### config.mk
export PLATFORM = sky130hd
export DESIGN_NAME = bitmap_slot_allocator_flat
export DESIGN_NICKNAME = d
export VERILOG_FILES = /design/src/rtl/bsa_pkg.sv /design/src/rtl/bsa_if.sv /design/src/rtl/bsa_ram.sv /design/src/rtl/bsa_ctrl.sv /design/src/rtl/bsa_datapath.sv /design/src/rtl/bitmap_slot_allocator.sv /design/src/flat_wrapper.sv
export SDC_FILE = /design/constraint.sdc
export NUM_CORES = 2
export LEC_CHECK = 0
export BUFFER_PORTS_ARGS = -buffer_cell sky130_fd_sc_hd__clkbuf_2
export CAP_MARGIN = 40
export CORE_ASPECT_RATIO = 0.9
export CORE_MARGIN = 4
export CORE_UTILIZATION = 56
export DETAILED_ROUTE_END_ITERATION = 10
export PLACE_DENSITY_LB_ADDON = 0.1
export SLEW_MARGIN = 10
export SYNTH_ARGS = -nofsm -noshare
export SYNTH_HDL_FRONTEND = slang
export SYNTH_SLANG_ARGS = --single-unit
### constraint.sdc
create_clock -name clk -period 8.6 [get_ports clk]
set_clock_uncertainty 0.15 [all_clocks]
set_input_delay 0.86 -clock clk [delete_from_list [all_inputs] [get_ports clk]]
set_output_delay 0.86 -clock clk [all_outputs]
set_load 0.05 [all_outputs]
### src/rtl/bsa_pkg.sv
`timescale 1ns / 1ps

package bsa_pkg;

  localparam int CMD_W   = 2;
  localparam int SLOT_W  = 10;
  localparam int COUNT_W = 11;
  localparam int HINT_W  = 11;
  localparam int CFG_W   = 8;
  localparam int WORD_W  = 32;
  localparam int OFF_W   = 5;
  localparam int BYTE_SHIFT = 3;
  localparam int LIM_MAX = 2040;

  localparam logic [CFG_W-1:0] CFG_RESET = 8'd128;

  localparam logic [CMD_W-1:0] CMD_ALLOC = 2'd0;
  localparam logic [CMD_W-1:0] CMD_MARK  = 2'd1;
  localparam logic [CMD_W-1:0] CMD_FREE  = 2'd2;

  typedef enum logic [1:0] {
    ST_OK      = 2'd0,
    ST_ALREADY = 2'd1,
    ST_RANGE   = 2'd2,
    ST_FULL    = 2'd3
  } status_t;

  typedef enum logic [2:0] {
    S_CLEAR,
    S_IDLE,
    S_READ,
    S_CHECK,
    S_DONE
  } state_t;

  typedef struct packed {
    logic clear;
    logic load;
    logic rd;
    logic chk;
    logic out_load;
  } ctrl_cmd_t;

  typedef struct packed {
    logic clear_last;
    logic need_scan;
    logic more;
  } dp_stat_t;

endpackage

### src/rtl/bsa_if.sv
`timescale 1ns / 1ps

interface bsa_in_if import bsa_pkg::*; ();
  logic              valid;
  logic              ready;
  logic [CMD_W-1:0]  command;
  logic [SLOT_W-1:0] position;

  modport source (output valid, command, position, input ready);
  modport sink   (input valid, command, position, output ready);
endinterface

interface bsa_out_if import bsa_pkg::*; ();
  logic               valid;
  logic               ready;
  logic [1:0]         status;
  logic [SLOT_W-1:0]  slot;
  logic [COUNT_W-1:0] used_count;

  modport source (output valid, status, slot, used_count, input ready);
  modport sink   (input valid, status, slot, used_count, output ready);
endinterface

### src/rtl/bsa_ram.sv
`timescale 1ns / 1ps

module bsa_ram #(
  parameter int WIDTH = 32,
  parameter int DEPTH = 32,
  parameter int AW    = (DEPTH > 1) ? $clog2(DEPTH) : 1
) (
  input  logic             clk,
  input  logic             we,
  input  logic [AW-1:0]    waddr,
  input  logic [WIDTH-1:0] wdata,
  input  logic             re,
  input  logic [AW-1:0]    raddr,
  output logic [WIDTH-1:0] rdata
);

  logic [WIDTH-1:0] mem [DEPTH];
  logic [WIDTH-1:0] rdata_r;

  always_ff @(posedge clk) begin
    if (we) begin
      mem[waddr] <= wdata;
    end
    if (re) begin
      rdata_r <= mem[raddr];
    end
  end

  assign rdata = rdata_r;

endmodule

### src/rtl/bsa_ctrl.sv
`timescale 1ns / 1ps

module bsa_ctrl import bsa_pkg::*; (
  input  logic      clk,
  input  logic      rst_n,
  input  logic      in_valid,
  output logic      in_ready,
  output logic      out_valid,
  input  logic      out_ready,
  input  dp_stat_t  stat,
  output ctrl_cmd_t cmd
);

  state_t state_r, state_nxt;
  logic   out_valid_r, out_valid_nxt;

  always_ff @(posedge clk) begin
    if (!rst_n) begin
      state_r     <= S_CLEAR;
      out_valid_r <= 1'b0;
    end else begin
      state_r     <= state_nxt;
      out_valid_r <= out_valid_nxt;
    end
  end

  always_comb begin
    cmd           = '0;
    in_ready      = 1'b0;
    state_nxt     = state_r;
    out_valid_nxt = out_valid_r && !out_ready;
    case (state_r)
      S_CLEAR: begin
        cmd.clear = 1'b1;
        if (stat.clear_last) begin
          state_nxt = S_IDLE;
        end
      end
      S_IDLE: begin
        in_ready = 1'b1;
        if (in_valid) begin
          cmd.load  = 1'b1;
          state_nxt = stat.need_scan ? S_READ : S_DONE;
        end
      end
      S_READ: begin
        cmd.rd    = 1'b1;
        state_nxt = S_CHECK;
      end
      S_CHECK: begin
        cmd.chk   = 1'b1;
        state_nxt = stat.more ? S_READ : S_DONE;
      end
      S_DONE: begin
        if (!out_valid_r || out_ready) begin
          cmd.out_load  = 1'b1;
          out_valid_nxt = 1'b1;
          state_nxt     = S_IDLE;
        end
      end
      default: begin
        state_nxt = S_IDLE;
      end
    endcase
  end

  assign out_valid = out_valid_r;

endmodule

### src/rtl/bsa_datapath.sv
`timescale 1ns / 1ps

module bsa_datapath import bsa_pkg::*; #(
  parameter int MAX_SLOTS = 1024
) (
  input  logic               clk,
  input  logic               rst_n,
  input  logic               cfg_we,
  input  logic [CFG_W-1:0]   cfg_wdata,
  input  logic [CMD_W-1:0]   in_command,
  input  logic [SLOT_W-1:0]  in_position,
  input  ctrl_cmd_t          cmd,
  output dp_stat_t           stat,
  output logic [1:0]         out_status,
  output logic [SLOT_W-1:0]  out_slot,
  output logic [COUNT_W-1:0] out_used_count
);

  localparam int WORDS = (MAX_SLOTS + WORD_W - 1) / WORD_W;
  localparam int AW    = (WORDS > 1) ? $clog2(WORDS) : 1;
  localparam int CAP   = (MAX_SLOTS < LIM_MAX) ? MAX_SLOTS : LIM_MAX;
  localparam int IDX_W = HINT_W - OFF_W;

  logic [CFG_W-1:0]   bytes_r;
  logic [HINT_W-1:0]  hint_r, hint_nxt;
  logic [COUNT_W-1:0] used_r, used_nxt;
  logic [AW-1:0]      clr_r;

  logic [CMD_W-1:0]   cmd_r, cmd_nxt;
  logic [HINT_W-1:0]  scan_r, scan_nxt;
  logic               phase_r, phase_nxt;
  status_t            st_r, st_nxt;
  logic [SLOT_W-1:0]  slot_r, slot_nxt;

  logic [1:0]         out_status_r;
  logic [SLOT_W-1:0]  out_slot_r;
  logic [COUNT_W-1:0] out_used_r;

  logic [HINT_W-1:0]  lim_raw, lim;
  logic [OFF_W-1:0]   off;
  logic [WORD_W-1:0]  rdata, mask, free_vec, onehot_off, onehot_idx;
  logic [OFF_W-1:0]   idx;
  logic               any_free, bit_off, nb_end;
  logic [HINT_W-1:0]  found, found_p1;
  logic [HINT_W:0]    nb;

  logic               ram_we;
  logic [AW-1:0]      ram_waddr, ram_raddr;
  logic [WORD_W-1:0]  ram_wdata;

  assign lim_raw = {bytes_r, BYTE_SHIFT'(0)};
  assign lim     = (lim_raw > HINT_W'(CAP)) ? HINT_W'(CAP) : lim_raw;

  assign off        = scan_r[OFF_W-1:0];
  assign ram_raddr  = AW'(scan_r[HINT_W-1:OFF_W]);
  assign bit_off    = rdata[off];
  assign onehot_off = WORD_W'(1) << off;
  assign onehot_idx = WORD_W'(1) << idx;
  assign found      = {scan_r[HINT_W-1:OFF_W], idx};
  assign found_p1   = found + HINT_W'(1);
  assign nb         = {({1'b0, scan_r[HINT_W-1:OFF_W]} + (IDX_W + 1)'(1)), OFF_W'(0)};
  assign nb_end     = nb >= {1'b0, lim};

  // usable free bits of the current word, from the scan offset up to the limit
  always_comb begin
    for (int i = 0; i < WORD_W; i++) begin
      mask[i] = (OFF_W'(i) >= off) &&
                ({scan_r[HINT_W-1:OFF_W], OFF_W'(i)} < lim);
    end
    free_vec = ~rdata & mask;
    any_free = |free_vec;
    idx      = '0;
    for (int i = WORD_W - 1; i >= 0; i--) begin
      if (free_vec[i]) begin
        idx = OFF_W'(i);
      end
    end
  end

  always_comb begin
    hint_nxt        = hint_r;
    used_nxt        = used_r;
    cmd_nxt         = cmd_r;
    scan_nxt        = scan_r;
    phase_nxt       = phase_r;
    st_nxt          = st_r;
    slot_nxt        = slot_r;
    ram_we          = 1'b0;
    ram_waddr       = ram_raddr;
    ram_wdata       = '0;
    stat.need_scan  = 1'b0;
    stat.more       = 1'b0;
    stat.clear_last = (clr_r == AW'(WORDS - 1));

    if (cmd.clear) begin
      ram_we    = 1'b1;
      ram_waddr = clr_r;
    end

    if (cmd.load) begin
      cmd_nxt   = in_command;
      phase_nxt = 1'b0;
      slot_nxt  = in_position;
      st_nxt    = ST_RANGE;
      case (in_command)
        CMD_ALLOC: begin
          if (hint_r >= lim) begin
            st_nxt   = ST_FULL;
            slot_nxt = '0;
          end else begin
            stat.need_scan = 1'b1;
            scan_nxt       = hint_r;
          end
        end
        CMD_MARK, CMD_FREE: begin
          if ({1'b0, in_position} < lim) begin
            stat.need_scan = 1'b1;
            scan_nxt       = {1'b0, in_position};
          end
        end
        default: begin
        end
      endcase
    end

    if (cmd.chk) begin
      case (cmd_r)
        CMD_ALLOC: begin
          if (!phase_r) begin
            if (any_free) begin
              ram_we    = 1'b1;
              ram_wdata = rdata | onehot_idx;
              used_nxt  = used_r + COUNT_W'(1);
              st_nxt    = ST_OK;
              slot_nxt  = SLOT_W'(found);
              if (found_p1 >= lim) begin
                hint_nxt = lim;
              end else begin
                scan_nxt  = found_p1;
                phase_nxt = 1'b1;
                stat.more = 1'b1;
              end
            end else if (nb_end) begin
              st_nxt   = ST_FULL;
              slot_nxt = '0;
            end else begin
              scan_nxt  = nb[HINT_W-1:0];
              stat.more = 1'b1;
            end
          end else begin
            if (any_free) begin
              hint_nxt = found;
            end else if (nb_end) begin
              hint_nxt = lim;
            end else begin
              scan_nxt  = nb[HINT_W-1:0];
              stat.more = 1'b1;
            end
          end
        end
        CMD_MARK: begin
          if (bit_off) begin
            st_nxt = ST_ALREADY;
          end else begin
            ram_we    = 1'b1;
            ram_wdata = rdata | onehot_off;
            used_nxt  = used_r + COUNT_W'(1);
            st_nxt    = ST_OK;
          end
        end
        CMD_FREE: begin
          if (!bit_off) begin
            st_nxt = ST_ALREADY;
          end else begin
            ram_we    = 1'b1;
            ram_wdata = rdata & ~onehot_off;
            used_nxt  = used_r - COUNT_W'(1);
            st_nxt    = ST_OK;
            if (scan_r < hint_r) begin
              hint_nxt = scan_r;
            end
          end
        end
        default: begin
        end
      endcase
    end
  end

  always_ff @(posedge clk) begin
    if (!rst_n) begin
      bytes_r <= CFG_RESET;
      hint_r  <= '0;
      used_r  <= '0;
      clr_r   <= '0;
    end else begin
      if (cfg_we) begin
        bytes_r <= cfg_wdata;
      end
      hint_r <= hint_nxt;
      used_r <= used_nxt;
      if (cmd.clear) begin
        clr_r <= clr_r + AW'(1);
      end
    end
  end

  always_ff @(posedge clk) begin
    cmd_r   <= cmd_nxt;
    scan_r  <= scan_nxt;
    phase_r <= phase_nxt;
    st_r    <= st_nxt;
    slot_r  <= slot_nxt;
    if (cmd.out_load) begin
      out_status_r <= st_r;
      out_slot_r   <= slot_r;
      out_used_r   <= used_r;
    end
  end

  bsa_ram #(
    .WIDTH (WORD_W),
    .DEPTH (WORDS),
    .AW    (AW)
  ) u_ram (
    .clk   (clk),
    .we    (ram_we),
    .waddr (ram_waddr),
    .wdata (ram_wdata),
    .re    (cmd.rd),
    .raddr (ram_raddr),
    .rdata (rdata)
  );

  assign out_status     = out_status_r;
  assign out_slot       = out_slot_r;
  assign out_used_count = out_used_r;

endmodule

### src/rtl/bitmap_slot_allocator.sv
`timescale 1ns / 1ps
// bitmap slot allocator, lowest free slot first
// in_ch carries a command (allocate, mark, free) and a slot position; out_ch
// returns one result per command: status, slot and the used-slot count after it.
// cfg_we/cfg_wdata write the active byte count; slots in use are 8 per byte,
// capped at MAX_SLOTS. write it only while no command is in flight.
// the bitmap sits in a RAM of 32-bit words with a registered read port.
// from transfer in to the result: mark and free read the bitmap word, then
// check/write it; commands that fail up front go straight to the result. allocate
// reads and checks each bitmap word visited (one read, one check/write): the word
// holding the hint through the word holding the allocated slot, then on to the
// next free slot for the new hint. one command is in work at a time; the next
// is taken once the current result is in the output register.
// reset: the bitmap is cleared one word a cycle, all MAX_SLOTS / 32 words (rounded
// up), with in_ch.ready low; count and hint go to zero, active bytes to 128.
// a stalled receiver holds the result in the output register; one more command
// can be taken and worked, then it waits until the held result is transferred.
module bitmap_slot_allocator import bsa_pkg::*; #(
  parameter int MAX_SLOTS = 1024
) (
  input  logic             clk,
  input  logic             rst_n,
  input  logic             cfg_we,
  input  logic [CFG_W-1:0] cfg_wdata,
  bsa_in_if.sink           in_ch,
  bsa_out_if.source        out_ch
);

  ctrl_cmd_t cmd;
  dp_stat_t  stat;

  bsa_ctrl u_ctrl (
    .clk       (clk),
    .rst_n     (rst_n),
    .in_valid  (in_ch.valid),
    .in_ready  (in_ch.ready),
    .out_valid (out_ch.valid),
    .out_ready (out_ch.ready),
    .stat      (stat),
    .cmd       (cmd)
  );

  bsa_datapath #(
    .MAX_SLOTS (MAX_SLOTS)
  ) u_dp (
    .clk            (clk),
    .rst_n          (rst_n),
    .cfg_we         (cfg_we),
    .cfg_wdata      (cfg_wdata),
    .in_command     (in_ch.command),
    .in_position    (in_ch.position),
    .cmd            (cmd),
    .stat           (stat),
    .out_status     (out_ch.status),
    .out_slot       (out_ch.slot),
    .out_used_count (out_ch.used_count)
  );

endmodule

### src/flat_wrapper.sv
// flat-port wrapper written by rule: the top's interface ports become plain ports
module bitmap_slot_allocator_flat import bsa_pkg::*;
#(
  parameter int MAX_SLOTS = 1024
)
  (clk, rst_n, cfg_we, cfg_wdata, in_ch_valid, in_ch_command, in_ch_position, in_ch_ready, out_ch_valid, out_ch_status, out_ch_slot, out_ch_used_count, out_ch_ready);
  bsa_in_if in_ch_i ();
  bsa_out_if out_ch_i ();
  input  logic clk;
  input  logic rst_n;
  input  logic cfg_we;
  input  logic [CFG_W-1:0] cfg_wdata;
  input wire logic [$bits(in_ch_i.valid)-1:0] in_ch_valid;
  input wire logic [$bits(in_ch_i.command)-1:0] in_ch_command;
  input wire logic [$bits(in_ch_i.position)-1:0] in_ch_position;
  output wire logic [$bits(in_ch_i.ready)-1:0] in_ch_ready;
  output wire logic [$bits(out_ch_i.valid)-1:0] out_ch_valid;
  output wire logic [$bits(out_ch_i.status)-1:0] out_ch_status;
  output wire logic [$bits(out_ch_i.slot)-1:0] out_ch_slot;
  output wire logic [$bits(out_ch_i.used_count)-1:0] out_ch_used_count;
  input wire logic [$bits(out_ch_i.ready)-1:0] out_ch_ready;
  assign in_ch_i.valid = in_ch_valid;
  assign in_ch_i.command = in_ch_command;
  assign in_ch_i.position = in_ch_position;
  assign in_ch_ready = in_ch_i.ready;
  assign out_ch_valid = out_ch_i.valid;
  assign out_ch_status = out_ch_i.status;
  assign out_ch_slot = out_ch_i.slot;
  assign out_ch_used_count = out_ch_i.used_count;
  assign out_ch_i.ready = out_ch_ready;
  bitmap_slot_allocator #(.MAX_SLOTS(MAX_SLOTS)) u_core (.clk(clk), .rst_n(rst_n), .cfg_we(cfg_we), .cfg_wdata(cfg_wdata), .in_ch(in_ch_i), .out_ch(out_ch_i));
endmodule
==> metrics.txt <==
FF-to-FF path depth 23; dpl cells 4193; CTS tree yes; post-CTS setup buffers 0; status completed; WHS Endpoint u_core.u_dp.cmd_r[1]$_DFFE_PP_; post-synthesis sequential area ratio 0.6937; final setup fails 0; Starting Density 0.5651; switch share 0.2904; ys async rst share 0; DRC viols 0; Net Sw Power 4.025 mW; Pleak 16.11 nW; clock slew at reported path FFs 0.07 ns; CP endpoint kind flop; CTS Buf Count 110; Hold Vio Cnt, Final 0; fillers 6169; Hold Buf Count CTS 0; clock group share of total power 0.355; Hold Path Stages 1; ratio of cells with drive above 1 in the final layout 0.1849; Slew @ Worst Pin 0.8805 ns; RSZ-0062 raised after global routing false; Synth-to-Final Area Change 12.23%; worst hold path class in -> reg; CP delay by family, top compound AO/OA/AOI/OAI gates; number of global-route vias before repair 28360; Hold Startpoint in_ch_command[1]; die area 91590 sq um; wire length per cell 30.61 um; grt total ovfl 0; power per cell area 254.1 nW/um^2; clk_lat worst skew 0.70 ns; global-route wire length before repair 195300 um; Setup TNS Final 0 ns; Comb power frac 0.194; Die Y-Extent 287.5 um; VDD IR max 0.2170 mV; FMAX 137.6 MHz; CP Launch Type flop; synth top area cells edfxtp_1 (67%), mux4_2 (6.3%), mux2i_1 (4.9%); CP cell instances clkinv_1 -> nand2_1 -> ha_1 -> a211oi_1 -> nor2_1 -> nor4_1 -> o311ai_0 -> a311o_1 -> a32oi_1 -> ha_1 -> and3b_1 -> nand3_1 -> xnor2_1 -> ha_1 -> o21a_1 -> o21a_1 -> o31a_1 -> a311oi_1 -> buf_4 -> o22ai_1 -> a21o_1 -> o21ai_0 -> a21oi_1; most frequent cell after synthesis edfxtp_1; EDFF count, synth 1081; Period Utilization, post-route 0.8451; pin count of the biggest net entering global routing 105; sequential share of power 0.451; Routed Antenna Nets 0; I/O Buffers 49; Data arrival, critical path 7.63 ns; Period minus WS final 7.268 ns; CTS max path bufs 3; Synth Net Count 3163; top_reg_cell synth edfxtp_1; Boundary Pins 50; TritonCTS Sinks 1144; CP max stage delay 0.64 ns; WP data required 8.97 ns; Max Cap Viol 0; gr usage total 0.2925; routed via count 28980; die width 318.6 um; post-synthesis register bit count 1144; dpl hpwl 78470 um; Worst R2R Start u_core.u_dp.bytes_r[7]$_SDFFE_PN1P_; Detailed Route Iter0 Violations 3443; post-cts sizing count 0; Crit path top cell by count ha_1; H-tree depth 3; Post-Route WL 134700 um; Worst Path Class, Setup reg -> reg; fin cells 4400; 1st-pass router iterations 6; Post-synth top cells edfxtp_1 (1081), mux2i_1 (240), nand2_1 (234), a21oi_1 (174), o21ai_0 (156); CP Max Fanout 22; Final GP Congestion 0.9387; Vias per Instance 6.587; Int Power 9.836 mW; core region area 86020 sq um; clock root cell clkbuf_16; initial antenna violation count 0; syn_area_per_cell 15.82 sq um; Nets 3252; post-synthesis instance total 3072; Cell Area, Synth 48610 sq um; R2R Path End u_core.u_dp.hint_r[10]$_SDFFE_PN0P_; Synth top area share 0.6678; Relative slew margins 0.4116; # diodes 0; fin. max-slew vios 0; flop-to-flop setup slack 1.33 ns; Pwr Total 13.86 mW; Yosys top cell by area edfxtp_1; Synth cell types 86; Worst path slowest cell nor4_1; yosys synthesis warning count 0; # rows 102; CP Buf/Inv Count 2
per-stage QoR:
stage | worst slack [ns] | hold slack (ns) | utilization | instance area, sq um
2_1_floorplan | 1.803 | 0.2586 | - | 48610
3_3_place_gp | 1.579 | 0.2662 | 0.5876 | 50550
3_5_place_dp | 1.433 | 0.2713 | 0.5912 | 50860
4_1_cts | 1.433 | 0.2279 | 0.6342 | 54550
5_1_grt | 0.8314 | 0.2539 | 0.6342 | 54550
6_report | 1.332 | 0.2655 | 0.6342 | 54550
cell type report:
cell class	count	area [sq um]	share of cell area
Clock inverter	75	812.0	0.01488
Timing Repair Buffer	158	1250	0.02291
Tap cell	1144	1431	0.02624
Sequential cell	1144	33740	0.6185
Multi-Input combinational cell	1711	14300	0.2621
Inverter	36	135.1	0.002477
Clock buffer	132	2885	0.05289
state kept, by name, indices dropped and copies added (netlist names), 5 cells and up:
name,flops
u_core.u_dp.bytes_r,8
u_core.u_dp.clr_r,5
u_core.u_dp.hint_r,11
u_core.u_dp.out_slot,10
u_core.u_dp.out_used_count,11
u_core.u_dp.scan_r,11
u_core.u_dp.slot_r,10
u_core.u_dp.u_ram.mem,1024
u_core.u_dp.u_ram.rdata,32
u_core.u_dp.used_r,11
power by group through the flow:
stage          sequential, mW  combinational (mW)  clock (mW)
2_1_floorplan            6.30                1.73           0
6_report                 6.25                2.69        4.92
4_1_cts                  6.25                2.65        4.98
3_3_place_gp             6.36                2.62           0
3_5_place_dp             6.37                2.64           0
5_1_grt                  6.26                2.88        5.22
metal layers:
metal,GRT usage,up-vias,routed length (um)
met3,0.04471,223,10880
met4,0.08627,0,4113
met2,0.4600,1301,62660
li1,-,12480,-
met1,0.4309,14980,57030
met5,0,-,0
worst max-delay path by stage:
stage | endpoint | cells past startpoint | from | slack [ns]
floorplan | u_core.u_dp.hint_r[7]$_SDFFE_PN0P_ | 27 | u_core.u_dp.scan_r[5]$_DFF_P_ | 1.80
global placement | u_core.u_dp.hint_r[5]$_SDFFE_PN0P_ | 23 | u_core.u_dp.bytes_r[7]$_SDFFE_PN1P_ | 1.58
detailed placement | u_core.u_dp.hint_r[0]$_SDFFE_PN0P_ | 23 | u_core.u_dp.bytes_r[7]$_SDFFE_PN1P_ | 1.43
CTS | u_core.u_dp.hint_r[0]$_SDFFE_PN0P_ | 23 | u_core.u_dp.bytes_r[7]$_SDFFE_PN1P_ | 1.43
global route | u_core.u_dp.hint_r[10]$_SDFFE_PN0P_ | 23 | u_core.u_dp.bytes_r[7]$_SDFFE_PN1P_ | 0.83
finish | u_core.u_dp.hint_r[10]$_SDFFE_PN0P_ | 23 | u_core.u_dp.bytes_r[7]$_SDFFE_PN1P_ | 1.33
placed cells by master (no fill, tap or decap), drive strengths merged, types with 15 or more instances in the layout:
master | Yosys | routed
ha | 65 | 65
o221ai | 99 | 99
mux2i | 240 | 240
nor3 | 22 | 22
inv | 32 | 36
a22o | 19 | 19
a22oi | 16 | 16
clkbuf | 120 | 181
mux2 | 64 | 64
buf | 61 | 109
a21oi | 175 | 175
o22a | 16 | 16
dfxtp | 63 | 63
mux4 | 137 | 137
clkinv | 4 | 58
a21o | 19 | 19
edfxtp | 1081 | 1081
nand3 | 20 | 20
nand2b | 15 | 15
nand2 | 234 | 234
nor2 | 148 | 148
o21ai | 156 | 156
a221oi | 15 | 15
o22ai | 45 | 45
worst reg2reg max path, delay by kind of cell (launching register included):
family	cells	cell delay, ns
simple gates	5	1.58
compound gates	12	3.13
flops	1	0.48
fa+ha+maj	3	0.93
xor+xnor	1	0.30
buf+inv	2	0.56
kinds of logic after synthesis:
logic type	after synthesis	share of synthesized area
XOR/XNOR	21	0.003784
AND/OR/NAND/NOR	520	0.04783
multiplexers	441	0.1277
AO/OA/AOI/OAI	663	0.09122
flip-flops	1144	0.6937
buffers and inverters	217	0.01856
adder cells (fa/ha/maj)	66	0.01714
Note: power is estimated with default switching activity, not from simulation.
